### config.mk
export PLATFORM = sky130hd
export DESIGN_NAME = bavg_queue
export DESIGN_NICKNAME = d
export VERILOG_FILES = /design/src/rtl/core/bavg_pkg.sv /design/src/rtl/core/bavg_queue.sv
export VERILOG_INCLUDE_DIRS = /design/src /design/src/rtl/core
export SDC_FILE = /design/constraint.sdc
export NUM_CORES = 1
export LEC_CHECK = 0
export BUFFER_PORTS_ARGS = -buffer_cell sky130_fd_sc_hd__buf_2
export CAP_MARGIN = 10
export CORE_MARGIN = 1
export CORE_UTILIZATION = 35
export CTS_CLUSTER_DIAMETER = 40
export DETAILED_ROUTE_END_ITERATION = 10
export GPL_TIMING_DRIVEN = 0
export PLACE_DENSITY = 0.61
export SKIP_CTS_REPAIR_TIMING = 1
export SLEW_MARGIN = 25
export SYNTH_ARGS = -nofsm -noshare
export SYNTH_HDL_FRONTEND = slang
export SYNTH_SLANG_ARGS = --single-unit
### constraint.sdc
create_clock -name clk -period 5.6 [get_ports clk]
set_clock_uncertainty 0.1 [all_clocks]
set_input_delay 0.56 -clock clk [delete_from_list [all_inputs] [get_ports clk]]
set_output_delay 0.56 -clock clk [all_outputs]
set_load 0.05 [all_outputs]
### src/rtl/core/box_average_3x3_stencil_top_defines.svh
// ----------------------------------------------------------------------------
// Box average 3x3 stencil - assertion macros
// Shared concurrent assertion helpers; compiled out under NO_ASSERTIONS.
// ----------------------------------------------------------------------------
`ifndef BOX_AVERAGE_3X3_STENCIL_TOP_DEFINES_SVH
`define BOX_AVERAGE_3X3_STENCIL_TOP_DEFINES_SVH

`ifndef NO_ASSERTIONS

// condition must never hold
`define BAVG_NEVER(lbl, clk, rst_n, cond) \
  lbl: assert property (@(posedge clk) disable iff (!rst_n) !(cond)) \
    else $error("bavg: forbidden condition");

// same-cycle implication
`define BAVG_IMPL(lbl, clk, rst_n, ante, cons) \
  lbl: assert property (@(posedge clk) disable iff (!rst_n) (ante) |-> (cons)) \
    else $error("bavg: implication failed");

// next-cycle implication
`define BAVG_NEXT(lbl, clk, rst_n, ante, cons) \
  lbl: assert property (@(posedge clk) disable iff (!rst_n) (ante) |=> (cons)) \
    else $error("bavg: next-cycle implication failed");

`else

`define BAVG_NEVER(lbl, clk, rst_n, cond)
`define BAVG_IMPL(lbl, clk, rst_n, ante, cons)
`define BAVG_NEXT(lbl, clk, rst_n, ante, cons)

`endif

`endif

### src/rtl/core/bavg_pkg.sv
// ----------------------------------------------------------------------------
// Box average 3x3 stencil - package
// Shared widths, constants, register codes and types.
// ----------------------------------------------------------------------------
package bavg_pkg;

  localparam int VALUE_W         = 16;
  localparam int CFG_W           = 11;
  localparam int CFG_IDX_W       = 1;

  localparam int MAX_HEIGHT_DEF  = 1024;
  localparam int MAX_COLUMNS_DEF = 1024;
  localparam int MIN_HEIGHT      = 3;
  localparam int MIN_COLUMNS     = 1;
  localparam int CFG_HEIGHT_RST  = 1024;
  localparam int CFG_COLUMNS_RST = 1024;

  // three cells across
  localparam int HSUM_W = VALUE_W + 2;
  // nine cells plus rounding, < 2^20
  localparam int SUM_W  = VALUE_W + 4;

  // x/9 == (x * ceil(2^24/9)) >> 24 for x < 2^21
  localparam int                 RECIP_W    = 21;
  localparam logic [RECIP_W-1:0] DIV9_RECIP = 21'd1864136;
  localparam int                 DIV9_SHIFT = 24;
  localparam int                 PROD_W     = SUM_W + RECIP_W;
  localparam logic [SUM_W-1:0]   ROUND_HALF = 20'd4;

  localparam int Q_DEPTH = 4;
  localparam int QPTR_W  = $clog2(Q_DEPTH);
  localparam int QCNT_W  = $clog2(Q_DEPTH + 1);

  typedef enum logic [CFG_IDX_W-1:0] {
    REG_COLUMN_HEIGHT    = 1'b0,
    REG_INTERIOR_COLUMNS = 1'b1
  } cfg_reg_t;

  // work queued from front to back: one or two results
  typedef struct packed {
    logic [SUM_W-1:0]   a_raw;   // rounded nine-cell sum, or copied cell
    logic               is_copy;
    logic               two;     // bottom row also gives the last cell
    logic [VALUE_W-1:0] b_val;
    logic               last;
  } q_entry_t;

  typedef struct packed {
    logic emit;
    logic copy;
    logic two;
    logic last;
  } cls_t;

  typedef struct packed {
    logic [VALUE_W-1:0] mid;  // previous column
    logic [VALUE_W-1:0] old;  // column before that
  } line_pair_t;

  function automatic int unsigned clamp_u(input int unsigned v, input int unsigned lo,
                                          input int unsigned hi);
    int unsigned r;
    r = v;
    if (v < lo) r = lo;
    else if (v > hi) r = hi;
    return r;
  endfunction

endpackage

### src/rtl/core/bavg_queue.sv
// ----------------------------------------------------------------------------
// Box average 3x3 stencil - work queue
// Small register FIFO between the front and the back end.
// ----------------------------------------------------------------------------
`include "box_average_3x3_stencil_top_defines.svh"

module bavg_queue (
  input  logic                                clk,
  input  logic                                rst_n,
  input  logic                                push,
  input  bavg_pkg::q_entry_t                  push_data,
  input  logic                                pop,
  output bavg_pkg::q_entry_t                  head,
  output logic                                nonempty,
  output logic [bavg_pkg::QCNT_W-1:0]         level
);

  bavg_pkg::q_entry_t                  q_mem [bavg_pkg::Q_DEPTH];
  logic [bavg_pkg::QPTR_W-1:0]         wr_ptr_r, rd_ptr_r;
  logic [bavg_pkg::QCNT_W-1:0]         count_r;

  always_ff @(posedge clk) begin
    if (!rst_n) begin
      wr_ptr_r <= '0;
      rd_ptr_r <= '0;
      count_r  <= '0;
    end else begin
      if (push) wr_ptr_r <= wr_ptr_r + 1'b1;
      if (pop)  rd_ptr_r <= rd_ptr_r + 1'b1;
      if (push && !pop)      count_r <= count_r + 1'b1;
      else if (pop && !push) count_r <= count_r - 1'b1;
    end
  end

  always_ff @(posedge clk) begin
    if (push) q_mem[wr_ptr_r] <= push_data;
  end

  assign head     = q_mem[rd_ptr_r];
  assign nonempty = (count_r != '0);
  assign level    = count_r;

  `BAVG_NEVER(a_push_full, clk, rst_n, push && (count_r == bavg_pkg::QCNT_W'(bavg_pkg::Q_DEPTH)))
  `BAVG_NEXT(a_level_up, clk, rst_n, push && !pop, count_r == $past(count_r) + 1'b1)

endmodule

== After elaboration in Yosys (flattened, before gate mapping) ==
Memory sizes are Yosys's and may differ from the RTL's. A register that Yosys moved wholly into a read port is not among the register bits.
Index checks and enable logic that the tools add are counted.
W data, S select, Z words.
Storage, ports and cells
  register bits: 7
  RAM bits: 156
  input bits: 43
  output and inout bits: 43
  memories: 1
Cells by class
  add/subtract/negate cells: 4
  muxes and demuxes: 6
  reductions and logical operators: 6
Memories
  q_mem: words 4, bits a word 39, rd ports 1, clocked after memory_dff 1, wr ports 1, line bavg_queue.sv:18  | bavg_pkg::q_entry_t q_mem [bavg_pkg::Q_DEPTH];
Operator list (number)
  $mux W3: 2
  $add A2 B1 Y2 const B: 2
  $mux W2: 2
  $add A3 B1 Y3 const B: 1
  $reduce_bool A3 Y1: 1
  $sub A3 B1 Y3 const B: 1
  $logic_and A1 B1 Y1: 2
  $logic_not A1 Y1: 2
  $mux W1: 2
  $reduce_bool A2 Y1: 1

== Longest topological paths before layout ==
  word-level depth: 4
  gate-level depth with buffers: 7
  gate-level depth less buffers: 7

== Least setup slack after synthesis ==
OpenSTA, ideal clock, no wires.
  kind: reg-to-output
  from: register (tool-made name)
  to: output port head[18] (netlist bit)
  data arrival time: 1364 ps
  required time: 4940 ps
  slack: 3576 ps
  cell stages (with the launch flop): 4
  path through: dfxtp_1 > buf_6 > buf_6 > mux4_2
RTL lines
  end: declaration: line bavg_queue.sv:13  | output bavg_pkg::q_entry_t head,

==> impl_results.md <==
* CP endpoint kind: output pin
* Most frequent cells in the layout: edfxtp_1 (156), buf_2 (87), mux4_2 (39), clkbuf_16 (17), dfxtp_1 (9)
* First-pass GRT wire length at between 15000 and 20000 um
* Cts bufs inserted at 17
* Post-Synthesis Cell Area at 6057 um2
* Critical Path Fanout Max at 10
* Vias per inst at roughly 4.7
* Share of cells above drive strength 1 at 45.58%
* # rows at 47
* Hold Startpoint: push_data[0]
* Gpl congestion at a little over 0.6
* Layout overhead on the synthesized area at 21.75%
* Peak VDD IR at 0.0001997 V
* Ports at between 80 and 90
* Mapped Nets at a little under 300
* Ys Warns at 0
* Outcome: finished clean
* Routed len/inst at 17.71 um
* Overflow after GRT at 0
* Sink Count at 165
* Worst-path cell chain: clkbuf_1, mux4_2, buf_2
* Total track usage at 12.70%
* Power density over cell area at between 400 and 500 nW/um2
* Worst R2R End: q_mem[2][31]
* Register area share after synthesis at 80.31%
* Static leakage at 2.512 nW
* Setup TNS at 0 ns
* RSZ-0062 raised after global routing: no
* Via Count at 2727
* Initial antenna violation count at 0
* Commonest non-fill, non-tap cell in the layout: edfxtp_1
* Fmax achieved at roughly 0.38 GHz
* Core area at approximately 17000 um2
* Starting density of the core at 36.14%
* Max-Slew Margin vs Limit at 51.76%
* Final setup viols at 0
* RR Startpoint: wr_ptr_r[0]
* Vias in the first global route at 2968
* Clk buf depth at 2
* WS Path Type: reg2out
* Worst-path clk slew at 0.06 ns
* Crit start category: register
* Worst EP required at 4.94 ns
* Post-layout util at between 40% and 50%
* Worst skew pair latency at 0.41 ns
* H-tree levels at 4
* Die Span Y at 133.6 um
* Syn Inst Count at 245
* Final WS setup at ~3.0 ns
* FF-to-FF path depth at 3
* Crit-path slowest cell: clkbuf_1
* Tightest Pin Transition at 0.7236 ns
* WHS Endpoint: q_mem[3][0]
* Worst slack, placed at 3.336 ns
* Largest net degree at the start of global routing at 40
* ANT nets after route at 0
* Worst Path Arrival at 1.99 ns
* Hold/Removal Path Class: in2reg
* Yosys cell types at 19
* DRC Markers at 0
* Max-cap violations at 0
* ANT cells at 0
* Hold Crit Depth at 1
* Iter 0 DRT Violations at 147
* Worst path buffer plus inverter count at 2
* Die Footprint at 17840 um2
* Seq cells post-synth at 165
* Clk root buf: clkbuf_16
* Largest delay share family, worst path: buffers and inverters
* DRT Wirelength at roughly 10000 um
* DP HPWL at 6073 um
* First-pass DRT Iterations at 4
* Worst path max stage delay at 0.56 ns
* Max Slew Vio Count at 0
* Hold Violations, Final at 0
* R2R Setup Slk at a little under 4 ns
* Port Buf Inserts at 85
* Min Tclk post-route at 2.649 ns
* Fin nets at between 300 and 400
* Final Cycle Share at about 47%
* CTS tree: built
* Die Wd at 133.6 um
* Synth Area per Inst at 24.72 um2
[layout make-up]
class | count | area, um2
Fill cell | 1471 | 9385
Clock buffer | 17 | 425.4
Multi-Input combinational cell | 68 | 1132
Tap cell | 220 | 275.3
Clock inverter | 15 | 181.4
Buffer | 8 | 55.05
Timing Repair Buffer | 85 | 425.4
Sequential cell | 165 | 4865
Inverter | 4 | 15.01
[report_power, final]
part           leakage, nW  switching (mW)  total [mW]  internal, mW
clock                0.283           0.461        1.16         0.703
sequential            1.51          0.0173        1.43          1.42
combinational        0.721           0.292       0.420         0.128
[synth_stat cells]
library cell / n / area share, %
mux2i_1: 2 / 0.33
nor2b_1: 2 / 0.21
buf_4: 2 / 0.25
buf_6: 2 / 0.37
ha_1: 5 / 1.0
o21ai_0: 1 / 0.083
dfxtp_1: 9 / 3.0
mux4_2: 39 / 15
buf_2: 2 / 0.17
a21boi_0: 1 / 0.12
xnor2_1: 2 / 0.29
and2_1: 9 / 0.93
xor2_1: 3 / 0.43
edfxtp_1: 156 / 77
fa_1: 1 / 0.33
or3_1: 2 / 0.21
inv_1: 4 / 0.25
nand2_1: 1 / 0.062
clkbuf_1: 2 / 0.12
[per-layer routing]
metal | vias up | global-route usage, % | part of all wire, % | wire, um
met4 | 0 | 6.439 | 2.1 | 218
met5 | - | 0 | 0 | 0
met2 | 70 | 20.63 | 51 | 5238
met1 | 1406 | 15.31 | 42 | 4325
li1 | 1237 | - | - | -
met3 | 14 | 3.919 | 5.1 | 522
[worst max path at each step]
stage | from | end | slack, ns | depth (start not counted)
floorplan | register | head[18] | 3.58 | 3
global placement | push | q_mem[2][18] | 2.62 | 2
detailed placement | register | head[22] | 3.34 | 4
CTS | register | head[22] | 2.88 | 4
global route | register | head[23] | 2.82 | 4
finish | register | head[5] | 2.95 | 3
[per-stage QoR]
stage	hold WS (ns)	total power [mW]	area, um2	std cells
2_1_floorplan	0.4276	1.776	6057	245
3_3_place_gp	0.3965	1.881	6758	550
3_5_place_dp	0.4096	1.889	6768	550
4_1_cts	0.2330	3.059	7375	582
5_1_grt	0.2343	3.128	7375	582
6_report	0.2575	3.017	7375	582
[sequential cells by signal, indices dropped and copies added, names as in the netlist, named ones only]
register	count
level	3
q_mem	156
rd_ptr_r	2
wr_ptr_r	2
[worst register-to-register path: stages, from the launching register on]
cell and delay, ns:
dfxtp_1 0.35, inv_1 0.10, ha_1 0.16, and2_4 0.55
[cell families after synthesis]
kind of cell    synth area share, %
flops                         80.31
mux                           14.83
simple gates                  1.404
buf+inv                       1.157
fa+ha+maj                     1.363
xor+xnor                     0.7231
compound gates               0.2065
(Power assumes the default switching activity.)
