--- src/rtl/core/box_average_3x3_stencil_top_defines.svh ---
// ----------------------------------------------------------------------------
// Box average 3x3 stencil - assertion macros
// Shared concurrent assertion helpers; compiled out under NO_ASSERTIONS.
// ----------------------------------------------------------------------------
`ifndef BOX_AVERAGE_3X3_STENCIL_TOP_DEFINES_SVH
`define BOX_AVERAGE_3X3_STENCIL_TOP_DEFINES_SVH

`ifndef NO_ASSERTIONS

// condition must never hold
`define BAVG_NEVER(lbl, clk, rst_n, cond) \
  lbl: assert property (@(posedge clk) disable iff (!rst_n) !(cond)) \
    else $error("bavg: forbidden condition");

// same-cycle implication
`define BAVG_IMPL(lbl, clk, rst_n, ante, cons) \
  lbl: assert property (@(posedge clk) disable iff (!rst_n) (ante) |-> (cons)) \
    else $error("bavg: implication failed");

// next-cycle implication
`define BAVG_NEXT(lbl, clk, rst_n, ante, cons) \
  lbl: assert property (@(posedge clk) disable iff (!rst_n) (ante) |=> (cons)) \
    else $error("bavg: next-cycle implication failed");

`else

`define BAVG_NEVER(lbl, clk, rst_n, cond)
`define BAVG_IMPL(lbl, clk, rst_n, ante, cons)
`define BAVG_NEXT(lbl, clk, rst_n, ante, cons)

`endif

`endif

--- src/rtl/core/bavg_pkg.sv ---
// ----------------------------------------------------------------------------
// Box average 3x3 stencil - package
// Shared widths, constants, register codes and types.
// ----------------------------------------------------------------------------
package bavg_pkg;

  localparam int VALUE_W         = 16;
  localparam int CFG_W           = 11;
  localparam int CFG_IDX_W       = 1;

  localparam int MAX_HEIGHT_DEF  = 1024;
  localparam int MAX_COLUMNS_DEF = 1024;
  localparam int MIN_HEIGHT      = 3;
  localparam int MIN_COLUMNS     = 1;
  localparam int CFG_HEIGHT_RST  = 1024;
  localparam int CFG_COLUMNS_RST = 1024;

  // three cells across
  localparam int HSUM_W = VALUE_W + 2;
  // nine cells plus rounding, < 2^20
  localparam int SUM_W  = VALUE_W + 4;

  // x/9 == (x * ceil(2^24/9)) >> 24 for x < 2^21
  localparam int                 RECIP_W    = 21;
  localparam logic [RECIP_W-1:0] DIV9_RECIP = 21'd1864136;
  localparam int                 DIV9_SHIFT = 24;
  localparam int                 PROD_W     = SUM_W + RECIP_W;
  localparam logic [SUM_W-1:0]   ROUND_HALF = 20'd4;

  localparam int Q_DEPTH = 4;
  localparam int QPTR_W  = $clog2(Q_DEPTH);
  localparam int QCNT_W  = $clog2(Q_DEPTH + 1);

  typedef enum logic [CFG_IDX_W-1:0] {
    REG_COLUMN_HEIGHT    = 1'b0,
    REG_INTERIOR_COLUMNS = 1'b1
  } cfg_reg_t;

  // work queued from front to back: one or two results
  typedef struct packed {
    logic [SUM_W-1:0]   a_raw;   // rounded nine-cell sum, or copied cell
    logic               is_copy;
    logic               two;     // bottom row also gives the last cell
    logic [VALUE_W-1:0] b_val;
    logic               last;
  } q_entry_t;

  typedef struct packed {
    logic emit;
    logic copy;
    logic two;
    logic last;
  } cls_t;

  typedef struct packed {
    logic [VALUE_W-1:0] mid;  // previous column
    logic [VALUE_W-1:0] old;  // column before that
  } line_pair_t;

  function automatic int unsigned clamp_u(input int unsigned v, input int unsigned lo,
                                          input int unsigned hi);
    int unsigned r;
    r = v;
    if (v < lo) r = lo;
    else if (v > hi) r = hi;
    return r;
  endfunction

endpackage

--- src/rtl/core/bavg_if.sv ---


interface bavg_result_if;
  logic                          valid;
  logic                          ready;
  logic [bavg_pkg::VALUE_W-1:0]  new_value;
  logic                          frame_done;

  modport source (output valid, output new_value, output frame_done, input ready);
  modport sink   (input valid, input new_value, input frame_done, output ready);
endinterface

--- src/rtl/core/bavg_back.sv ---
// ----------------------------------------------------------------------------
// Box average 3x3 stencil - back end
// Divides the rounded sum by nine, or passes a copied cell, and emits one
// or two result words per queue entry through a registered output.
// ----------------------------------------------------------------------------
`include "box_average_3x3_stencil_top_defines.svh"

module bavg_back (
  input  logic                clk,
  input  logic                rst_n,
  input  logic                q_valid,
  input  bavg_pkg::q_entry_t  q_head,
  output logic                q_pop,
  bavg_result_if.source       out_ch
);

  logic                                m_valid_r, m_copy_r, m_two_r, m_last_r, phase_r;
  logic [bavg_pkg::PROD_W-1:0]         m_prod_r;
  logic [bavg_pkg::VALUE_W-1:0]        m_copy_val_r, m_b_r;
  logic                                o_valid_r, o_done_r;
  logic [bavg_pkg::VALUE_W-1:0]        o_value_r;
  logic [bavg_pkg::VALUE_W-1:0]        result_sel;
  logic                                o_load, m_release;

  assign o_load    = !o_valid_r || out_ch.ready;
  assign m_release = o_load && m_valid_r && (!m_two_r || phase_r);
  assign q_pop     = q_valid && (!m_valid_r || m_release);

  always_comb begin
    if (phase_r)       result_sel = m_b_r;
    else if (m_copy_r) result_sel = m_copy_val_r;
    else               result_sel = m_prod_r[bavg_pkg::DIV9_SHIFT +: bavg_pkg::VALUE_W];
  end

  always_ff @(posedge clk) begin
    if (!rst_n) begin
      m_valid_r <= 1'b0;
      phase_r   <= 1'b0;
      o_valid_r <= 1'b0;
    end else begin
      if (q_pop)          m_valid_r <= 1'b1;
      else if (m_release) m_valid_r <= 1'b0;

      if (q_pop || m_release)                          phase_r <= 1'b0;
      else if (o_load && m_valid_r && m_two_r)         phase_r <= 1'b1;

      if (o_load) o_valid_r <= m_valid_r;
    end
  end

  always_ff @(posedge clk) begin
    if (q_pop) begin
      m_prod_r     <= bavg_pkg::PROD_W'(q_head.a_raw)
                      * bavg_pkg::PROD_W'(bavg_pkg::DIV9_RECIP);
      m_copy_val_r <= q_head.a_raw[bavg_pkg::VALUE_W-1:0];
      m_copy_r     <= q_head.is_copy;
      m_two_r      <= q_head.two;
      m_last_r     <= q_head.last;
      m_b_r        <= q_head.b_val;
    end
    if (o_load && m_valid_r) begin
      o_value_r <= result_sel;
      o_done_r  <= phase_r && m_last_r;
    end
  end

  assign out_ch.valid      = o_valid_r;
  assign out_ch.new_value  = o_value_r;
  assign out_ch.frame_done = o_done_r;

  `BAVG_NEVER(a_phase_two, clk, rst_n, phase_r && !(m_valid_r && m_two_r))
  `BAVG_NEXT(a_first_not_done, clk, rst_n, o_load && m_valid_r && !phase_r, !o_done_r)

endmodule

--- src/flat_wrapper.sv ---
// flat-port wrapper written by rule: the top's interface ports become plain ports
module bavg_back_flat 
  (clk, rst_n, q_valid, q_head, q_pop, out_ch_valid, out_ch_new_value, out_ch_frame_done, out_ch_ready);
  bavg_result_if out_ch_i ();
  input  logic clk;
  input  logic rst_n;
  input  logic q_valid;
  input  bavg_pkg::q_entry_t q_head;
  output logic q_pop;
  output wire logic [$bits(out_ch_i.valid)-1:0] out_ch_valid;
  output wire logic [$bits(out_ch_i.new_value)-1:0] out_ch_new_value;
  output wire logic [$bits(out_ch_i.frame_done)-1:0] out_ch_frame_done;
  input wire logic [$bits(out_ch_i.ready)-1:0] out_ch_ready;
  assign out_ch_valid = out_ch_i.valid;
  assign out_ch_new_value = out_ch_i.new_value;
  assign out_ch_frame_done = out_ch_i.frame_done;
  assign out_ch_i.ready = out_ch_ready;
  bavg_back u_core (.clk(clk), .rst_n(rst_n), .q_valid(q_valid), .q_head(q_head), .q_pop(q_pop), .out_ch(out_ch_i));
endmodule
--- config.mk ---
export PLATFORM = sky130hd
export DESIGN_NAME = bavg_back_flat
export DESIGN_NICKNAME = d
export VERILOG_FILES = /design/src/rtl/core/bavg_pkg.sv /design/src/rtl/core/bavg_if.sv /design/src/rtl/core/bavg_back.sv /design/src/flat_wrapper.sv
export VERILOG_INCLUDE_DIRS = /design/src /design/src/rtl/core
export SDC_FILE = /design/constraint.sdc
export NUM_CORES = 1
export LEC_CHECK = 0
export BUFFER_PORTS_ARGS = -buffer_cell sky130_fd_sc_hd__buf_4
export CAP_MARGIN = 0
export CORE_MARGIN = 10
export CORE_UTILIZATION = 31
export DETAILED_ROUTE_END_ITERATION = 7
export HOLD_SLACK_MARGIN = 0.12
export SLEW_MARGIN = 40
export SYNTH_ARGS = -nofsm -noshare
export SYNTH_HDL_FRONTEND = slang
export SYNTH_SLANG_ARGS = --single-unit
--- constraint.sdc ---
create_clock -name clk -period 7.4 [get_ports clk]
set_clock_uncertainty 0.05 [all_clocks]
set_input_delay 1.48 -clock clk [delete_from_list [all_inputs] [get_ports clk]]
set_output_delay 1.48 -clock clk [all_outputs]
set_load 0.005 [all_outputs]
---- Word-level counts from Yosys, hierarchy flattened ----
Index checks and enable logic that the tools add are counted.
storage, ports and cells
  output and inout port bits .............. 19
  memory bits (read-only) ................. 0
  RAM bits ................................ 0
  memories kept ........................... 0
  register bits ........................... 92
  latch bits .............................. 0
  word-level logic and storage cells ...... 31
operators by class
  magnitude comparators ................... 0
  bitwise operators ....................... 1
  muxes and demuxes ....................... 4
  shifts and indexed selects .............. 0
  div/mod/pow operators ................... 0
  $mul .................................... 1
  reductions and logical operators ........ 14
  eq/ne operators ......................... 0
  add/subtract/negate cells ............... 0
operator list
  cell                                                                    count
  20-bit by 18-bit multiplier with 37-bit output (second input constant)  1
  16-bit two-way mux                                                      2
  1-bit logical AND                                                       5
  1-bit logical OR                                                        4
  1-bit zero test                                                         3
  1-bit two-way mux                                                       2
  2-bit nonzero test                                                      1
  2-bit OR reduction                                                      1
  1-bit inverter                                                          1

---- Logic depth before layout (Yosys ltp) ----
  depth after elaboration ................. 8
  depth in mapped cells ................... 21

---- Least setup slack after synthesis ----
Ideal clock, no wire load.
  kind .................................... input-to-reg
  from .................................... input port q_head[21] (netlist name)
  to ...................................... register u_core.m_prod_r[29] (netlist name), data pin
  path buffers ............................ 0
  arrival time ............................ 6.039 ns
  required time ........................... 7.084 ns
  stages .................................. 20
  path slack .............................. 1.045 ns
  cell sequence ........................... inv_1 -> fa_1 -> inv_1 -> ha_1 -> xor2_1 -> ha_1 -> a21o_1 -> fa_1 -> fa_1 -> inv_1 -> fa_1 -> inv_1 -> ha_1 -> o21a_1 -> o21ai_0 -> a31oi_1 -> o21a_1 -> a211oi_4 -> o21ai_0 -> xor2_1
between the ends
  longest elaborated chain between the ends .. 1
ends and longest elaborated chain
  what                                            RTL line           source
  start, declared                                 flat_wrapper.sv:8  input bavg_pkg::q_entry_t q_head;
  20-bit by 18-bit multiplier with 37-bit output  bavg_back.sv:54    * bavg_pkg::PROD_W'(bavg_pkg::DIV9_RECIP);
  end signal, assigned                            bavg_back.sv:53    m_prod_r <= bavg_pkg::PROD_W'(q_head.a_raw)
  end, declared                                   bavg_back.sv:18    logic [bavg_pkg::PROD_W-1:0] m_prod_r;
No other way between the ends.
A chain may end at the register's enable or synchronous reset.

---- Worst setup path in the final report ----
  from .................................... input port q_head[20] (netlist name)
  to ...................................... register u_core.m_prod_r[30] (netlist name), data pin
The elaborated chain is that of the path after synthesis.

==> impl_metrics.toml <==
[worst_setup_path]
critical_path_required_ps = 7420
cp_cell_sequence = "buf_4 -> fa_1 -> ha_1 -> inv_1 -> fa_1 -> inv_1 -> fa_1 -> fa_1 -> inv_1 -> fa_1 -> inv_1 -> ha_1 -> a21o_1 -> o21bai_1 -> a2111oi_0 -> o31ai_1 -> a21oi_1 -> xnor2_1"
crit_top_cell = "fa_1"
cp-startpoint = "q_head[20]"
path_class = "in -> reg"
start_kind = "input pin"
r2r-start = "u_core.m_two_r"
path_delay_family = "adder cells"
slowest_delay_ps = 600
arrival_ps = 6910
cp_slowest_cell = "a2111oi_0"
cp_max_fo = 7
worstSetupEndpointType = "flop"
path_buf_inv = 5

[sta]
fin_ws_ps = 512
fin_crit_sh_pct = 93.1
fmax_ghz = 0.145
slew_headroom_pct = 55.2
rsz0062_at_grt = "false"
finalSetupTns_ps = 0
period_minus_slack_ps = 6890
drv_slew = 0
tightest_slew_ps = 671
hold_viol_final = 0
whs_ps = 469
final-setup-viol-count = 0

[logic_synthesis]
synth_seq_cells = 71
synthFlopType = "edfxtp_1"
syn_nets = 968
synth_area_leaders = "edfxtp_1 26%, ha_1 23%, fa_1 23%, inv_1 7.9%, mux2i_1 2.3%"
yosysWarnings = 0
synthCells = 695
synth_top_area_share_pct = 26.2
synthArstFlopShare_pct = 0
synth_top_cell_by_area = "edfxtp_1"
ys_types = 49
syn_area_per_cell_um2 = 11.2
synth_edf_count = 68
yosysSeqAreaShare_pct = 26.9
syn-cell-area_um2 = 7800

[clocking]
cts_root_buf = "clkbuf_16"
cts_sinks = 71
clk_pin_slew_ps = 60
clk_path_buf_depth = 2
clock_latency_ps = 330
cts_max_level = 3
cts_tree = "built"
ctsResizeCount = 0
cts_setup_buffers = 0
cts_buffers = 9
cts_hold_buf = 0

[global_routing]
antenna_found_initial = 0
gr-total-overflow = 0
grt_pass1_wl_um = 29000
grt_pass1_vias = 5321
grt_max_degree = 54
grt_use_total_pct = 11.7

[hold_path]
min_path_type = "reg -> reg"
hp-start = "u_core.m_valid_r"

[finish]
syn_to_final_growth_pct = 14.9
drive_gt1_share_pct = 12.5
antenna_cells = 0
multi_input_area_um2 = 5060
regArea_um2 = 2100
fillers = 2517
final_nets = 1035

[flow_run]
cap_violations = 0

[status]
outcome = "finished, final reports clean"

[route]
wl_per_cell_um = 16.5
detail-route-antenna-nets = 0
vias = 4961
dr.pass1.iters = 4
drtIter0Drc = 187
wl_um = 18100
vias_per_cell = 4.52
route.detailed.drc = 0

[die]
die_area_um2 = 31900
row_count = 58
die_w_um = 179
io_pins = 62
initial_core_util_pct = 31.3
core_um2 = 25000
dieHeight_um = 179

[place]
place_ws_ps = 156
dpl.hpwl_um = 15800
gp_congestion = 0.919
io_buffers = 61
## placed cells by master (no fill, tap or decap), types with 14 or more instances in the layout
cell type / n
nor2_1: 14
fa_1: 88
ha_1: 142
o21ai_0: 29
nand2_1: 34
a21oi_1: 22
mux2i_1: 18
buf_4: 63
xnor2_1: 14
edfxtp_1: 68
inv_1: 164
## worst paths after layout
path | depth (start not counted) | endpoint | slack [ps]
hold reg to reg | 1 | u_core.out_ch.valid | 470
setup reg to reg | 4 | u_core.m_copy_val_r[8] | 5570
setup / recovery | 18 | u_core.m_prod_r[30] | 510
hold / removal | 1 | u_core.out_ch.valid | 470
## kinds of logic (layout without fill, tap and decap cells)
family	after synthesis	in the layout	share of synthesized area [%]
muxes	18	18	2.31
xor gates and xnor gates	26	26	2.92
buffers and inverters	172	244	8.29
AOI/OAI and AO/OA	102	102	9.54
and+or+nand+nor	76	76	4.67
DFF	71	71	26.9
adders and majority gates	230	230	45.3
## flip-flops by register name, summed over array words and instances, names as in the netlist
name	flops
u_core.m_copy_r	1
u_core.out_ch.new_value	16
u_core.m_last_r	1
u_core.out_ch.valid	1
u_core.m_b_r	16
u_core.m_prod_r	16
u_core.m_copy_val_r	16
u_core.m_valid_r	1
u_core.m_two_r	1
u_core.phase_r	1
u_core.out_ch.frame_done	1
## cell usage after synthesis, types with 5 or more instances
cell and instances:
o21ai_0 29, o21bai_1 5, inv_1 164, ha_1 142, nor2_1 14, nand2_1 34, fa_1 88, o211ai_1 6
clkbuf_1 7, mux2i_1 18, a21o_1 12, a21oi_1 22, xor2_1 12, xnor2_1 14, edfxtp_1 68, nand4_1 6
## final cells by class
class,count,area share [%]
inverter,164,6.86
clock inverter,7,0.795
clock buffer,9,2.51
tap,330,4.60
timing repair buffer,64,5.40
multi-input combinational,452,56.4
sequential,71,23.4
## layer usage
layer  track usage, %  part of all wire [%]
met5                0                     0
met1             15.7                    46
met3             2.23                   6.0
met2             19.4                    47
met4             2.17                  0.82
## metrics by stage
step | util (%) | instances | instance area [µm²]
2_1_floorplan | - | 695 | 7800
3_3_place_gp | 34.7 | 1080 | 8660
3_5_place_dp | 34.7 | 1081 | 8670
4_1_cts | 35.9 | 1097 | 8970
5_1_grt | 35.9 | 1097 | 8970
6_report | 35.9 | 1097 | 8970
Power is left out: the tool's default activity adds up to more than one toggle a clock period on the data nets, which glitch-free logic cannot reach.
